[config.mk]
export PLATFORM = sky130hd
export DESIGN_NAME = pattern_match_line_column
export DESIGN_NICKNAME = d
export VERILOG_FILES = /design/src/rtl/core/pmlc_pkg.sv /design/src/rtl/core/pmlc_cell.sv /design/src/rtl/core/pmlc_pattern.sv /design/src/rtl/core/pattern_match_line_column.sv
export VERILOG_INCLUDE_DIRS = /design/src /design/src/rtl/core
export SDC_FILE = /design/constraint.sdc
export NUM_CORES = 2
export LEC_CHECK = 0
export BUFFER_PORTS_ARGS = -buffer_cell sky130_fd_sc_hd__buf_2
export CELL_PAD_IN_SITES_DETAIL_PLACEMENT = 1
export CELL_PAD_IN_SITES_GLOBAL_PLACEMENT = 1
export CORE_ASPECT_RATIO = 0.9
export CORE_MARGIN = 3
export CORE_UTILIZATION = 55
export CTS_CLUSTER_DIAMETER = 30
export DETAILED_ROUTE_END_ITERATION = 8
export PLACE_DENSITY_LB_ADDON = 0.1
export SLEW_MARGIN = 20
export SYNTH_ARGS = -nofsm -noshare
export SYNTH_HDL_FRONTEND = slang
export SYNTH_SLANG_ARGS = --single-unit
[constraint.sdc]
create_clock -name clk -period 50.7 [get_ports clk]
set_input_delay 2.535 -clock clk [delete_from_list [all_inputs] [get_ports clk]]
set_output_delay 2.535 -clock clk [all_outputs]
set_load 0.01 [all_outputs]
[src/rtl/core/pattern_match_line_column_macros.svh]
// Assertion macros shared by the matcher RTL.
`ifndef PATTERN_MATCH_LINE_COLUMN_MACROS_SVH
`define PATTERN_MATCH_LINE_COLUMN_MACROS_SVH

`ifndef SYNTHESIS
// Checked property, quiet while reset is high.
`define PMLC_ASSERT(label, clk, rst, prop) \
  label: assert property (@(posedge clk) disable iff (rst) prop) \
    else $error("pmlc assertion failed");
// Checked property, also evaluated through reset.
`define PMLC_ASSERT_RST(label, clk, prop) \
  label: assert property (@(posedge clk) prop) \
    else $error("pmlc reset assertion failed");
`else
`define PMLC_ASSERT(label, clk, rst, prop)
`define PMLC_ASSERT_RST(label, clk, prop)
`endif

`endif

[src/rtl/core/pmlc_pkg.sv]
`default_nettype none
package pmlc_pkg;

  // Defaults for the top-level parameters
  localparam int MAX_PATTERN_DEF = 32;
  localparam int CHAR_BITS_DEF   = 8;

  // Fixed field widths
  localparam int CMD_W   = 2;
  localparam int SLOT_W  = 5;
  localparam int CHARV_W = 8;
  localparam int LEN_W   = 6;
  localparam int INDEX_W = 32;
  localparam int LINE_W  = 20;
  localparam int COL_W   = 16;

  // Command codes
  localparam logic [CMD_W-1:0] CMD_TEXT  = 2'd0;
  localparam logic [CMD_W-1:0] CMD_LOAD  = 2'd1;
  localparam logic [CMD_W-1:0] CMD_START = 2'd2;

  localparam logic [CHARV_W-1:0] NEWLINE_CODE = 8'd10;

  typedef struct packed {
    logic [CMD_W-1:0]   cmd;
    logic [SLOT_W-1:0]  pattern_slot;
    logic [CHARV_W-1:0] char_value;
  } in_t;

  typedef struct packed {
    logic [INDEX_W-1:0] match_index;
    logic [LINE_W-1:0]  match_line;
    logic [COL_W-1:0]   match_column;
  } out_t;

  // Text position carried along the window
  typedef struct packed {
    logic [LINE_W-1:0] line;
    logic [COL_W-1:0]  col;
  } pos_t;

endpackage
`default_nettype wire

[src/rtl/core/pmlc_cell.sv]
`default_nettype none
module pmlc_cell #(
  parameter int CW = 8,
  parameter int IW = 5,
  parameter int J  = 0
) (
  input  logic            clk,
  input  logic            rst,
  input  logic            shift,
  input  logic            clear,
  input  logic [CW-1:0]   ch_in,
  input  pmlc_pkg::pos_t  pos_in,
  input  logic            valid_in,
  input  logic            act,
  input  logic            pw_en,
  input  logic [IW-1:0]   pw_addr,
  input  logic [CW-1:0]   pw_data,
  output logic [CW-1:0]   ch_out,
  output pmlc_pkg::pos_t  pos_out,
  output logic            valid_out,
  output logic            eq
);
  import pmlc_pkg::*;

  logic [CW-1:0] ch;
  pos_t          pos;
  logic          valid;
  logic [CW-1:0] pat;

  // Occupancy: cleared by reset and by a start word
  always_ff @(posedge clk) begin
    if (rst) begin
      valid <= 1'b0;
    end else if (clear) begin
      valid <= 1'b0;
    end else if (shift) begin
      valid <= valid_in;
    end
  end

  // Window slot and aligned pattern character
  always_ff @(posedge clk) begin
    if (shift) begin
      ch  <= ch_in;
      pos <= pos_in;
    end
    if (pw_en && (pw_addr == IW'(J))) begin
      pat <= pw_data;
    end
  end

  // Slots beyond the pattern length always agree
  assign eq        = !act || (valid && (ch == pat));
  assign ch_out    = ch;
  assign pos_out   = pos;
  assign valid_out = valid;

endmodule
`default_nettype wire

[src/rtl/core/pmlc_pattern.sv]
`default_nettype none
module pmlc_pattern #(
  parameter int MAXP = 32,
  parameter int CW   = 8,
  parameter int IW   = 5,
  parameter int PW   = 6
) (
  input  logic                      clk,
  input  logic                      rst,
  input  logic                      load,
  input  logic [pmlc_pkg::SLOT_W-1:0] slot,
  input  logic [CW-1:0]             data,
  input  logic [PW-1:0]             plen,
  input  logic                      sweep_start,
  output logic                      busy,
  output logic                      pw_en,
  output logic [IW-1:0]             pw_addr,
  output logic [CW-1:0]             pw_data
);
  import pmlc_pkg::*;

  localparam int DW = (PW > SLOT_W) ? PW : SLOT_W;

  logic [CW-1:0] store [MAXP];
  logic          sweeping;
  logic [IW-1:0] cnt;
  logic          s_v;
  logic          s_en;
  logic [IW-1:0] s_addr;
  logic [CW-1:0] rd_data;

  logic          slot_ok;
  logic          dir_en;
  logic [DW-1:0] dir_addr;
  logic [DW-1:0] rd_addr;
  logic          cnt_in_len;

  assign slot_ok    = 32'(slot) < MAXP;
  assign dir_en     = load && slot_ok && (DW'(slot) < DW'(plen));
  assign dir_addr   = DW'(plen) - DW'(1) - DW'(slot);
  assign cnt_in_len = DW'(cnt) < DW'(plen);
  assign rd_addr    = DW'(plen) - DW'(1) - DW'(cnt);

  // Pattern store, one write and one registered read
  always_ff @(posedge clk) begin
    if (load && slot_ok) begin
      store[IW'(slot)] <= data;
    end
    rd_data <= store[IW'(rd_addr)];
    s_addr  <= cnt;
  end

  // Realignment sweep after a length change
  always_ff @(posedge clk) begin
    if (rst) begin
      sweeping <= 1'b0;
      cnt      <= '0;
      s_v      <= 1'b0;
      s_en     <= 1'b0;
    end else begin
      s_v  <= sweeping;
      s_en <= sweeping && cnt_in_len;
      if (sweep_start) begin
        sweeping <= 1'b1;
        cnt      <= '0;
      end else if (sweeping) begin
        if (cnt == IW'(MAXP - 1)) begin
          sweeping <= 1'b0;
        end
        cnt <= cnt + IW'(1);
      end
    end
  end

  assign busy    = sweeping || s_v;
  assign pw_en   = s_en || dir_en;
  assign pw_addr = s_en ? s_addr : IW'(dir_addr);
  assign pw_data = s_en ? rd_data : data;

endmodule
`default_nettype wire

[src/rtl/core/pattern_match_line_column.sv]
// Timing: a text word shifts into cell 0 and sets pend at its accepting edge; the compare
// across the cells is combinational, and a hit is registered into out_* once the output is free.
// Throughput: one input word per cycle from the combinational compare, unless in_ready is low.
// A configuration write starts a realignment sweep over all pattern slots with in_ready low.
// Reset (rst, synchronous): clears the window, counters, pattern length and out_valid.
`default_nettype none
`include "pattern_match_line_column_macros.svh"
module pattern_match_line_column #(
  parameter int MAX_PATTERN = pmlc_pkg::MAX_PATTERN_DEF,
  parameter int CHAR_BITS   = pmlc_pkg::CHAR_BITS_DEF
) (
  input  logic                       clk,
  input  logic                       rst,
  input  logic                       in_valid,
  output logic                       in_ready,
  input  pmlc_pkg::in_t              in_word,
  output logic                       out_valid,
  input  logic                       out_ready,
  output pmlc_pkg::out_t             out_word,
  input  logic                       cfg_valid,
  output logic                       cfg_ready,
  input  logic [pmlc_pkg::LEN_W-1:0] cfg_data
);
  import pmlc_pkg::*;

  localparam int CW = CHAR_BITS;
  localparam int IW = (MAX_PATTERN > 1) ? $clog2(MAX_PATTERN) : 1;
  localparam int PW = $clog2(MAX_PATTERN + 1);

  logic [LEN_W-1:0]   plen_reg;
  logic [PW-1:0]      plen_eff;
  logic [INDEX_W-1:0] char_idx;
  logic [INDEX_W-1:0] eval_idx;
  logic [LINE_W-1:0]  line_cnt;
  logic [COL_W-1:0]   col_cnt;
  logic               pend;

  logic               in_acc;
  logic               text_acc;
  logic               load_acc;
  logic               start_acc;
  logic               cfg_acc;
  logic               out_free;
  logic               hit;
  logic               hit_go;
  logic               pat_busy;
  logic [CW-1:0]      ch_new;
  pos_t               pos_new;

  logic               pw_en;
  logic [IW-1:0]      pw_addr;
  logic [CW-1:0]      pw_data;

  logic [CW-1:0]          ch_q    [MAX_PATTERN];
  pos_t                   pos_q   [MAX_PATTERN];
  logic [MAX_PATTERN-1:0] valid_q;
  logic [MAX_PATTERN-1:0] eq;
  logic [MAX_PATTERN-1:0] act;

  // Handshakes
  assign cfg_ready = 1'b1;
  assign cfg_acc   = cfg_valid && cfg_ready;
  assign in_acc    = in_valid && in_ready;
  assign text_acc  = in_acc && (in_word.cmd == CMD_TEXT);
  assign load_acc  = in_acc && (in_word.cmd == CMD_LOAD);
  assign start_acc = in_acc && (in_word.cmd == CMD_START);
  assign out_free  = !out_valid || out_ready;
  assign hit_go    = pend && hit;
  assign in_ready  = !pat_busy && (!hit_go || out_free);

  // Pattern length, capped at the window depth
  always_ff @(posedge clk) begin
    if (rst) begin
      plen_reg <= '0;
    end else if (cfg_acc) begin
      plen_reg <= cfg_data;
    end
  end

  assign plen_eff = (32'(plen_reg) > MAX_PATTERN) ? PW'(MAX_PATTERN) : PW'(plen_reg);

  // Position counters, saturating
  always_ff @(posedge clk) begin
    if (rst) begin
      char_idx <= '0;
      line_cnt <= '0;
      col_cnt  <= '0;
    end else if (start_acc) begin
      char_idx <= '0;
      line_cnt <= '0;
      col_cnt  <= '0;
    end else if (text_acc) begin
      if (char_idx != '1) begin
        char_idx <= char_idx + INDEX_W'(1);
      end
      if (ch_new == CW'(NEWLINE_CODE)) begin
        col_cnt <= '0;
        if (line_cnt != '1) begin
          line_cnt <= line_cnt + LINE_W'(1);
        end
      end else if (col_cnt != '1) begin
        col_cnt <= col_cnt + COL_W'(1);
      end
    end
  end

  assign ch_new       = CW'(in_word.char_value);
  assign pos_new.line = line_cnt;
  assign pos_new.col  = col_cnt;

  // Pattern store and alignment into the cells
  pmlc_pattern #(
    .MAXP (MAX_PATTERN),
    .CW   (CW),
    .IW   (IW),
    .PW   (PW)
  ) u_pattern (
    .clk         (clk),
    .rst         (rst),
    .load        (load_acc),
    .slot        (in_word.pattern_slot),
    .data        (ch_new),
    .plen        (plen_eff),
    .sweep_start (cfg_acc),
    .busy        (pat_busy),
    .pw_en       (pw_en),
    .pw_addr     (pw_addr),
    .pw_data     (pw_data)
  );

  // Window chain, newest character in cell 0
  for (genvar j = 0; j < MAX_PATTERN; j++) begin : g_cell
    assign act[j] = 32'(plen_eff) > j;
    if (j == 0) begin : g_head
      pmlc_cell #(.CW(CW), .IW(IW), .J(j)) u_cell (
        .clk       (clk),
        .rst       (rst),
        .shift     (text_acc),
        .clear     (start_acc),
        .ch_in     (ch_new),
        .pos_in    (pos_new),
        .valid_in  (1'b1),
        .act       (act[j]),
        .pw_en     (pw_en),
        .pw_addr   (pw_addr),
        .pw_data   (pw_data),
        .ch_out    (ch_q[j]),
        .pos_out   (pos_q[j]),
        .valid_out (valid_q[j]),
        .eq        (eq[j])
      );
    end else begin : g_body
      pmlc_cell #(.CW(CW), .IW(IW), .J(j)) u_cell (
        .clk       (clk),
        .rst       (rst),
        .shift     (text_acc),
        .clear     (start_acc),
        .ch_in     (ch_q[j-1]),
        .pos_in    (pos_q[j-1]),
        .valid_in  (valid_q[j-1]),
        .act       (act[j]),
        .pw_en     (pw_en),
        .pw_addr   (pw_addr),
        .pw_data   (pw_data),
        .ch_out    (ch_q[j]),
        .pos_out   (pos_q[j]),
        .valid_out (valid_q[j]),
        .eq        (eq[j])
      );
    end
  end

  assign hit = (plen_eff != '0) && (&eq);

  // Evaluation pending for the word last shifted in
  always_ff @(posedge clk) begin
    if (rst) begin
      pend <= 1'b0;
    end else if (!(hit_go && !out_free)) begin
      pend <= text_acc;
    end
  end

  always_ff @(posedge clk) begin
    if (text_acc) begin
      eval_idx <= char_idx;
    end
  end

  // Output register
  always_ff @(posedge clk) begin
    if (rst) begin
      out_valid <= 1'b0;
    end else if (out_free) begin
      out_valid <= hit_go;
    end
  end

  always_ff @(posedge clk) begin
    if (out_free && hit_go) begin
      out_word.match_index  <= eval_idx - (INDEX_W'(plen_eff) - INDEX_W'(1));
      out_word.match_line   <= pos_q[IW'(plen_eff - PW'(1))].line;
      out_word.match_column <= pos_q[IW'(plen_eff - PW'(1))].col;
    end
  end

  // Checks
  `PMLC_ASSERT(a_sweep_blocks_input, clk, rst, pat_busy |-> !in_ready)
  `PMLC_ASSERT(a_stall_holds_eval, clk, rst, (hit_go && !out_free) |=> pend)
  `PMLC_ASSERT(a_hit_loads_output, clk, rst, (hit_go && out_free) |=> out_valid)
  `PMLC_ASSERT(a_window_fills_in_order, clk, rst, (valid_q & (valid_q + 1'b1)) == '0)
  `PMLC_ASSERT_RST(a_reset_idle, clk, rst |=> (!out_valid && !pend))

endmodule
`default_nettype wire
; Yosys cells after proc, flatten, opt, wreduce, memory -nomap -nowiden
; Memory sizes are Yosys's and may differ from the RTL's. A register that Yosys moved wholly into a read port is not among the register bits.
; Index checks and enable logic that the tools add are counted.
[op_classes]
n_addsub = 9
n_mul = 0
div_mod_pow = 0
magnitude_cmp = 36
eq_ne = 70
shifts = 0
n_mux = 13
n_bitwise = 1
reduce_logical = 157
[ops]
columns = operator, count
row1 = $eq 8x8->1, 32
row2 = $bmux 36 s5, 1
row3 = $gt 6x5->1 const B, 16
row4 = $eq 5x5->1 const B, 17
row5 = $logic_and 1x1->1, 75
row6 = $mux 36, 2
row7 = $gt 6x4->1 const B, 8
row8 = $eq 5x4->1 const B, 8
row9 = $logic_not 1->1, 36
row10 = $logic_or 1x1->1, 36
row11 = $add 32x1->32 const B, 1
row12 = $mux 16, 2
row13 = $ne 32x32->1 const B, 1
row14 = $reduce_and 32->1, 1
row15 = $sub 32x32->32, 1
row16 = $gt 6x3->1 const B, 4
row17 = $add 20x1->20 const B, 1
row18 = $eq 5x3->1 const B, 4
row19 = $ne 20x20->1 const B, 1
row20 = $add 16x1->16 const B, 1
row21 = $ne 16x16->1 const B, 1
row22 = $gt 6x1->1 const B, 2
row23 = $gt 6x2->1 const B, 2
row24 = $lt 5x6->1, 2
row25 = other kinds (23), 31
[totals]
reg_bits = 1885
latchBits = 0
ram_bits = 256
romBits = 0
inputBits = 26
out_inout_bits = 71
wordCells = 462
memories = 1
[memory_table]
columns = memory, words, width, read_ports, rd_ports_with_merged_regs, wr, line
row1 = u_pattern.store, 32, 8, 1, 1, 1, pmlc_pattern.sv:24  ; logic [CW-1:0] store [MAXP];

; Logic depth before layout (Yosys ltp)
[depth]
ltp_word = 16
depth_mapped = 19
ltp_nobuf = 16

; Hierarchy
; Synthesis repeated with hierarchy kept, for this count alone.
[unflattened]
hier_cells = 4290
hier_area_um2 = 83776.6
[by_module_without_submodules]
columns = module, instances, cells_per_inst, area_each_um2, seq_area_each_um2
row1 = pattern_match_line_column, 1, 1541, 17888.4, 4524.3
row2 = pmlc_cell (g_cell[11].g_body.u_cell ...), 10, 69, 1710.4, 1581.5
row3 = pmlc_pattern, 1, 537, 11177.0, 8107.8
row4 = pmlc_cell (g_cell[12].g_body.u_cell ...), 6, 69, 1707.9, 1581.5
row5 = pmlc_cell (g_cell[10].g_body.u_cell ...), 4, 69, 1712.9, 1581.5
row6 = pmlc_cell (g_cell[0].g_head.u_cell ...), 4, 69, 1709.1, 1581.5
row7 = pmlc_cell (g_cell[1].g_body.u_cell ...), 2, 69, 1711.6, 1581.5
row8 = pmlc_cell (g_cell[23].g_body.u_cell ...), 2, 70, 1710.4, 1581.5
row9 = pmlc_cell (g_cell[19].g_body.u_cell ...), 2, 70, 1707.9, 1581.5
row10 = pmlc_cell (g_cell[16].g_body.u_cell), 1, 69, 1706.6, 1581.5
row11 = pmlc_cell (g_cell[28].g_body.u_cell), 1, 69, 1705.4, 1581.5

; Worst setup path before layout
; Ideal clock, no wire load.
[synth_timing]
path_kind = input to register
from = in out_ready
to = reg line_cnt[16]
setup_time_ns = 1.728
t_arrival_ns = 40.544
t_required_ns = 48.972
slack_ns = 8.428
cell_stages = 7
path_buffers = 2
path_cell_list = nand2b_1 nor4_2 and2_1 buf_4 buf_6 nor2_2 a221oi_1
[synth_between]
elab_chain_cells = 6
elab_cells_between_ends = 8
cone_classes = 8 x reduce/logical
[synth_rtl]
columns = item, line
row1 = from (decl), pattern_match_line_column.sv:18  ; input logic out_ready,
row2 = $logic_or 1x1->1, pattern_match_line_column.sv:67  ; assign out_free = !out_valid || out_ready;
row3 = $logic_or 1x1->1, pattern_match_line_column.sv:69  ; assign in_ready = !pat_busy && (!hit_go || out_free);
row4 = $logic_and 1x1->1, pattern_match_line_column.sv:69
row5 = $logic_and 1x1->1, pattern_match_line_column.sv:63  ; assign in_acc = in_valid && in_ready;
row6 = $logic_and 1x1->1, pattern_match_line_column.sv:64  ; assign text_acc = in_acc && (in_word.cmd == CMD_TEXT);
row7 = via g_cell[0].g_head.u_cell.shift, pmlc_cell.sv:9  ; input logic shift,
row8 = $reduce_and 3->1 (no line), -
row9 = to (signal assigned), pattern_match_line_column.sv:99  ; line_cnt <= line_cnt + LINE_W'(1);
row10 = to (decl), pattern_match_line_column.sv:34  ; logic [LINE_W-1:0] line_cnt;
; The timed path passes the listed nets, and every way through them passes these cells.
; A chain may end at the register's enable or synchronous reset.

; Worst setup path after layout
[layout_timing]
from = reg plen_reg[5]
to = out in_ready
[layout_between]
elab_chain_cells = 11
elab_cells_between_ends = 105
cone_classes = 33 x order compare / 1 x mux / 71 x reduce/logical
[layout_rtl]
columns = item, line
row1 = from (decl), pattern_match_line_column.sv:30  ; logic [LEN_W-1:0] plen_reg;
row2 = from (signal assigned), pattern_match_line_column.sv:76  ; plen_reg <= cfg_data;
row3 = $gt 6x6->1, pattern_match_line_column.sv:80  ; assign plen_eff = (32'(plen_reg) > MAX_PATTERN) ? PW'(MAX_PATTERN) : PW'(plen_reg);
row4 = $mux 6 (*), pattern_match_line_column.sv:80
row5 = $gt 6x1->1 (tied with other cells), pattern_match_line_column.sv:133  ; assign act[j] = 32'(plen_eff) > j;
row6 = $logic_not 1->1, pmlc_cell.sv:53  ; assign eq = !act || (valid && (ch == pat));
row7 = $logic_or 1x1->1, pmlc_cell.sv:53
row8 = $reduce_and 32->1, pattern_match_line_column.sv:173  ; assign hit = (plen_eff != '0) && (&eq);
row9 = $logic_and 1x1->1 (*), pattern_match_line_column.sv:173
row10 = $logic_and 1x1->1 (*), pattern_match_line_column.sv:68  ; assign hit_go = pend && hit;
row11 = $logic_not 1->1 (*), pattern_match_line_column.sv:69
row12 = $logic_or 1x1->1 (*), pattern_match_line_column.sv:69
row13 = $logic_and 1x1->1 (*), pattern_match_line_column.sv:69
row14 = to (decl), pattern_match_line_column.sv:15  ; output logic in_ready,
; Every way passes the cells marked *; elsewhere a longest branch is shown, timed or not.

==> results.py <==
metrics = {
    "run_status": {
        "status": "completed",
    },
    "setup_path": {
        "cp-start-kind": "register",
        "crit_required_ns": 48.17,
        "cp_max_fo": 59,
        "cp.arrival_ns": 5.92,
        "path_class": "reg2out",
        "cp-end-kind": "primary output",
    },
    "cells_and_area": {
        "area_growth_pct": 20.3,
        "multiInputGateArea_um2": 19800,
        "largest_register_ff_count": 1116,
        "fillCellCount": 12100,
        "fin_cells": 6995,
        "utilization": 0.668,
        "nets": 4777,
        "seqCellArea_um2": 63200,
        "drive_above_1_share": 0.257,
    },
    "sta": {
        "holdWs_ns": 0.398,
        "tns_ns": 0,
        "worst_slew_pin_slew_ns": 1.14,
        "fin_crit_sh": 0.167,
        "fmax_mhz": 118,
        "hold_violations": 0,
        "finalCriticalPeriod_ns": 8.45,
        "slew_violations": 0,
        "rsz0062_at_grt": "no",
        "clock_skew_ns": 0.0559,
        "relSlewSlack": 0.242,
        "finalSetupViolCount": 0,
    },
    "die": {
        "core_um2": 151000,
        "die_w_um": 418,
        "dieArea_um2": 157000,
        "start_util": 0.555,
        "ios": 97,
        "num_rows": 135,
        "die_h_um": 376,
    },
    "global_route": {
        "track_usage": 0.253,
        "grt-ovfl-total": 0,
        "grt_max_degree": 198,
        "grt_pass1_vias": 46300,
        "antenna_found_initial": 4,
        "grt_pass1_wl_um": 300000,
    },
    "pwr": {
        "pwr-share-seq": 0.396,
        "max-vdd-ir-drop_mv": 0.0462,
        "intPower_mw": 3.93,
        "powerDensity_nw_per_um2": 49.9,
        "swShare": 0.219,
        "p_total_mw": 5.03,
        "p_sw_mw": 1.10,
        "p_comb_frac": 0.059,
        "p_leak_nw": 33.3,
        "clockPowerShare": 0.545,
    },
    "placed_design": {
        "hpwl_um": 106000,
        "routabilityCongestion": 0.840,
        "dpl.cell_count": 6267,
        "portBuffers": 95,
    },
    "synthesis": {
        "syn_area_per_cell_um2": 19.6,
        "yosysWarnings": 0,
        "synthesis.area_um2": 83900,
        "synth.ff_latch_count": 2149,
        "async_reset_ff_frac": 0,
        "syn_inst": 4277,
        "syn_nets": 4364,
        "yosys.area.top_type": "edfxtp_1",
        "synth_edf_count": 2020,
        "synth_top_area_share": 0.723,
        "synth-seq-area-share": 0.754,
        "yosysMostFrequentCell": "edfxtp_1",
        "ys_top_cells_by_area": "edfxtp_1 72%, mux4_2 11%, dfxtp_1 3.1%",
        "yosysUniqueCellTypes": 72,
        "ys_top_cells_by_count": "2020 x edfxtp_1, 404 x mux4_2, 176 x xnor2_1, 156 x mux2i_1, 134 x a21oi_1",
        "synth_top_flop_cell": "edfxtp_1",
    },
    "clock_tree": {
        "holdBufCountCts": 0,
        "cts_tree": "done",
        "cts_root_buf": "clkbuf_16",
        "path_clk_slew_ns": 0.06,
        "cts_max_path_buffers": 4,
        "cts_sinks": 2149,
        "cts_resized": 0,
        "clk_latency_ns": 0.94,
        "cts_buffers": 404,
        "htree_levels": 5,
        "post_cts_buffers": 0,
    },
    "drt": {
        "viasPerCell": 6.15,
        "drt_wl_total_um": 197000,
        "drc_errors": 0,
        "drt_iter0_markers": 4508,
        "wl_per_cell_um": 28.1,
        "drtPass1Iterations": 6,
        "vias": 43000,
        "ant_nets": 0,
    },
    "job": {
        "max-cap-violations": 0,
    },
    "worst_hold_path": {
        "hold_path.class": "reg2reg",
    },
}
-- critical path, stage by stage (launching register included) --
cell	delay [ns]
dfxtp_1	0.48
inv_2	0.26
nand2_1	0.31
inv_8	0.54
ha_1	0.39
o21bai_1	0.14
a31oi_1	0.23
a41oi_1	0.07
a2111oi_0	0.48
nand4b_1	0.23
nor4_2	0.68
and2_4	0.67
nor3_1	0.25
buf_2	0.21
-- worst paths after layout --
kind | startpoint | to | slack, ns | depth (start not counted)
worst max-delay path | plen_reg[5] | in_ready | 42.25 | 13
worst min-delay path | u_pattern.cnt[3] | u_pattern.s_addr[3] | 0.40 | 0
worst max register to register | plen_reg[5] | g_cell[23].g_body.u_cell.pos_out[25] | 43.32 | 17
worst min register to register | u_pattern.cnt[3] | u_pattern.s_addr[3] | 0.40 | 0
-- metrics by stage --
step	cell area [um2]	setup WS [ns]
3_3_place_gp	87000	43.12
5_1_grt	101000	41.79
2_1_floorplan	83900	8.43
3_5_place_dp	87000	42.93
6_report	101000	42.25
4_1_cts	101000	42.24
-- placed cells by master (no fill, tap or decap), types with 49 or more instances in the layout --
master,netlist,routed
inv_1,67,67
xor2_1,126,122
nor4_1,62,62
nand4_1,63,63
nor2_1,99,98
clkinv_2,0,57
clkbuf_16,0,409
a21oi_1,134,134
o21ai_0,89,89
buf_4,8,80
nand2_1,73,72
bufinv_16,0,70
ha_1,58,57
buf_2,8,95
clkinv_1,0,49
edfxtp_1,2020,2020
dfxtp_1,129,128
xnor2_1,176,176
nand3_1,91,91
mux4_2,404,404
mux2i_1,156,156
-- metal layers --
metal,routed length [um],global-route usage,vias up
li1,-,-,18400
met1,83800,0.359,22700
met2,96800,0.406,1516
met3,11700,0.0475,382
met4,4560,0.0740,2
met5,13,0,-
-- final cells by class --
type                    count  area share
repair buffers            187      0.0128
well taps                1986      0.0246
diodes                      1   0.0000248
flip-flops and latches   2149       0.627
inverters                  70     0.00275
multi-input cells        1878       0.196
clock inverters           272      0.0335
clock buffers             452       0.104
-- power by group through the flow --
stage                     Sequential, mW  Clock (mW)  Combinational [mW]
final                               1.99        2.74               0.296
after global routing                2.00        2.87               0.316
after CTS                           1.99        2.78               0.298
after detailed placement            2.03           0               0.292
after global placement              2.02           0               0.287
after floorplan                     2.06           0               0.196
-- cells by family after synthesis --
group	after synthesis	synth area share
flip-flops	2149	0.754
multiplexers	577	0.129
AND/OR/NAND/NOR	577	0.0376
AO/OA/AOI/OAI	360	0.0260
XOR/XNOR	302	0.0315
buffers and inverters	250	0.0120
adder cells (fa/ha/maj)	61	0.00937
other	1	0.0000447
Power figures use the tool's default switching activity.
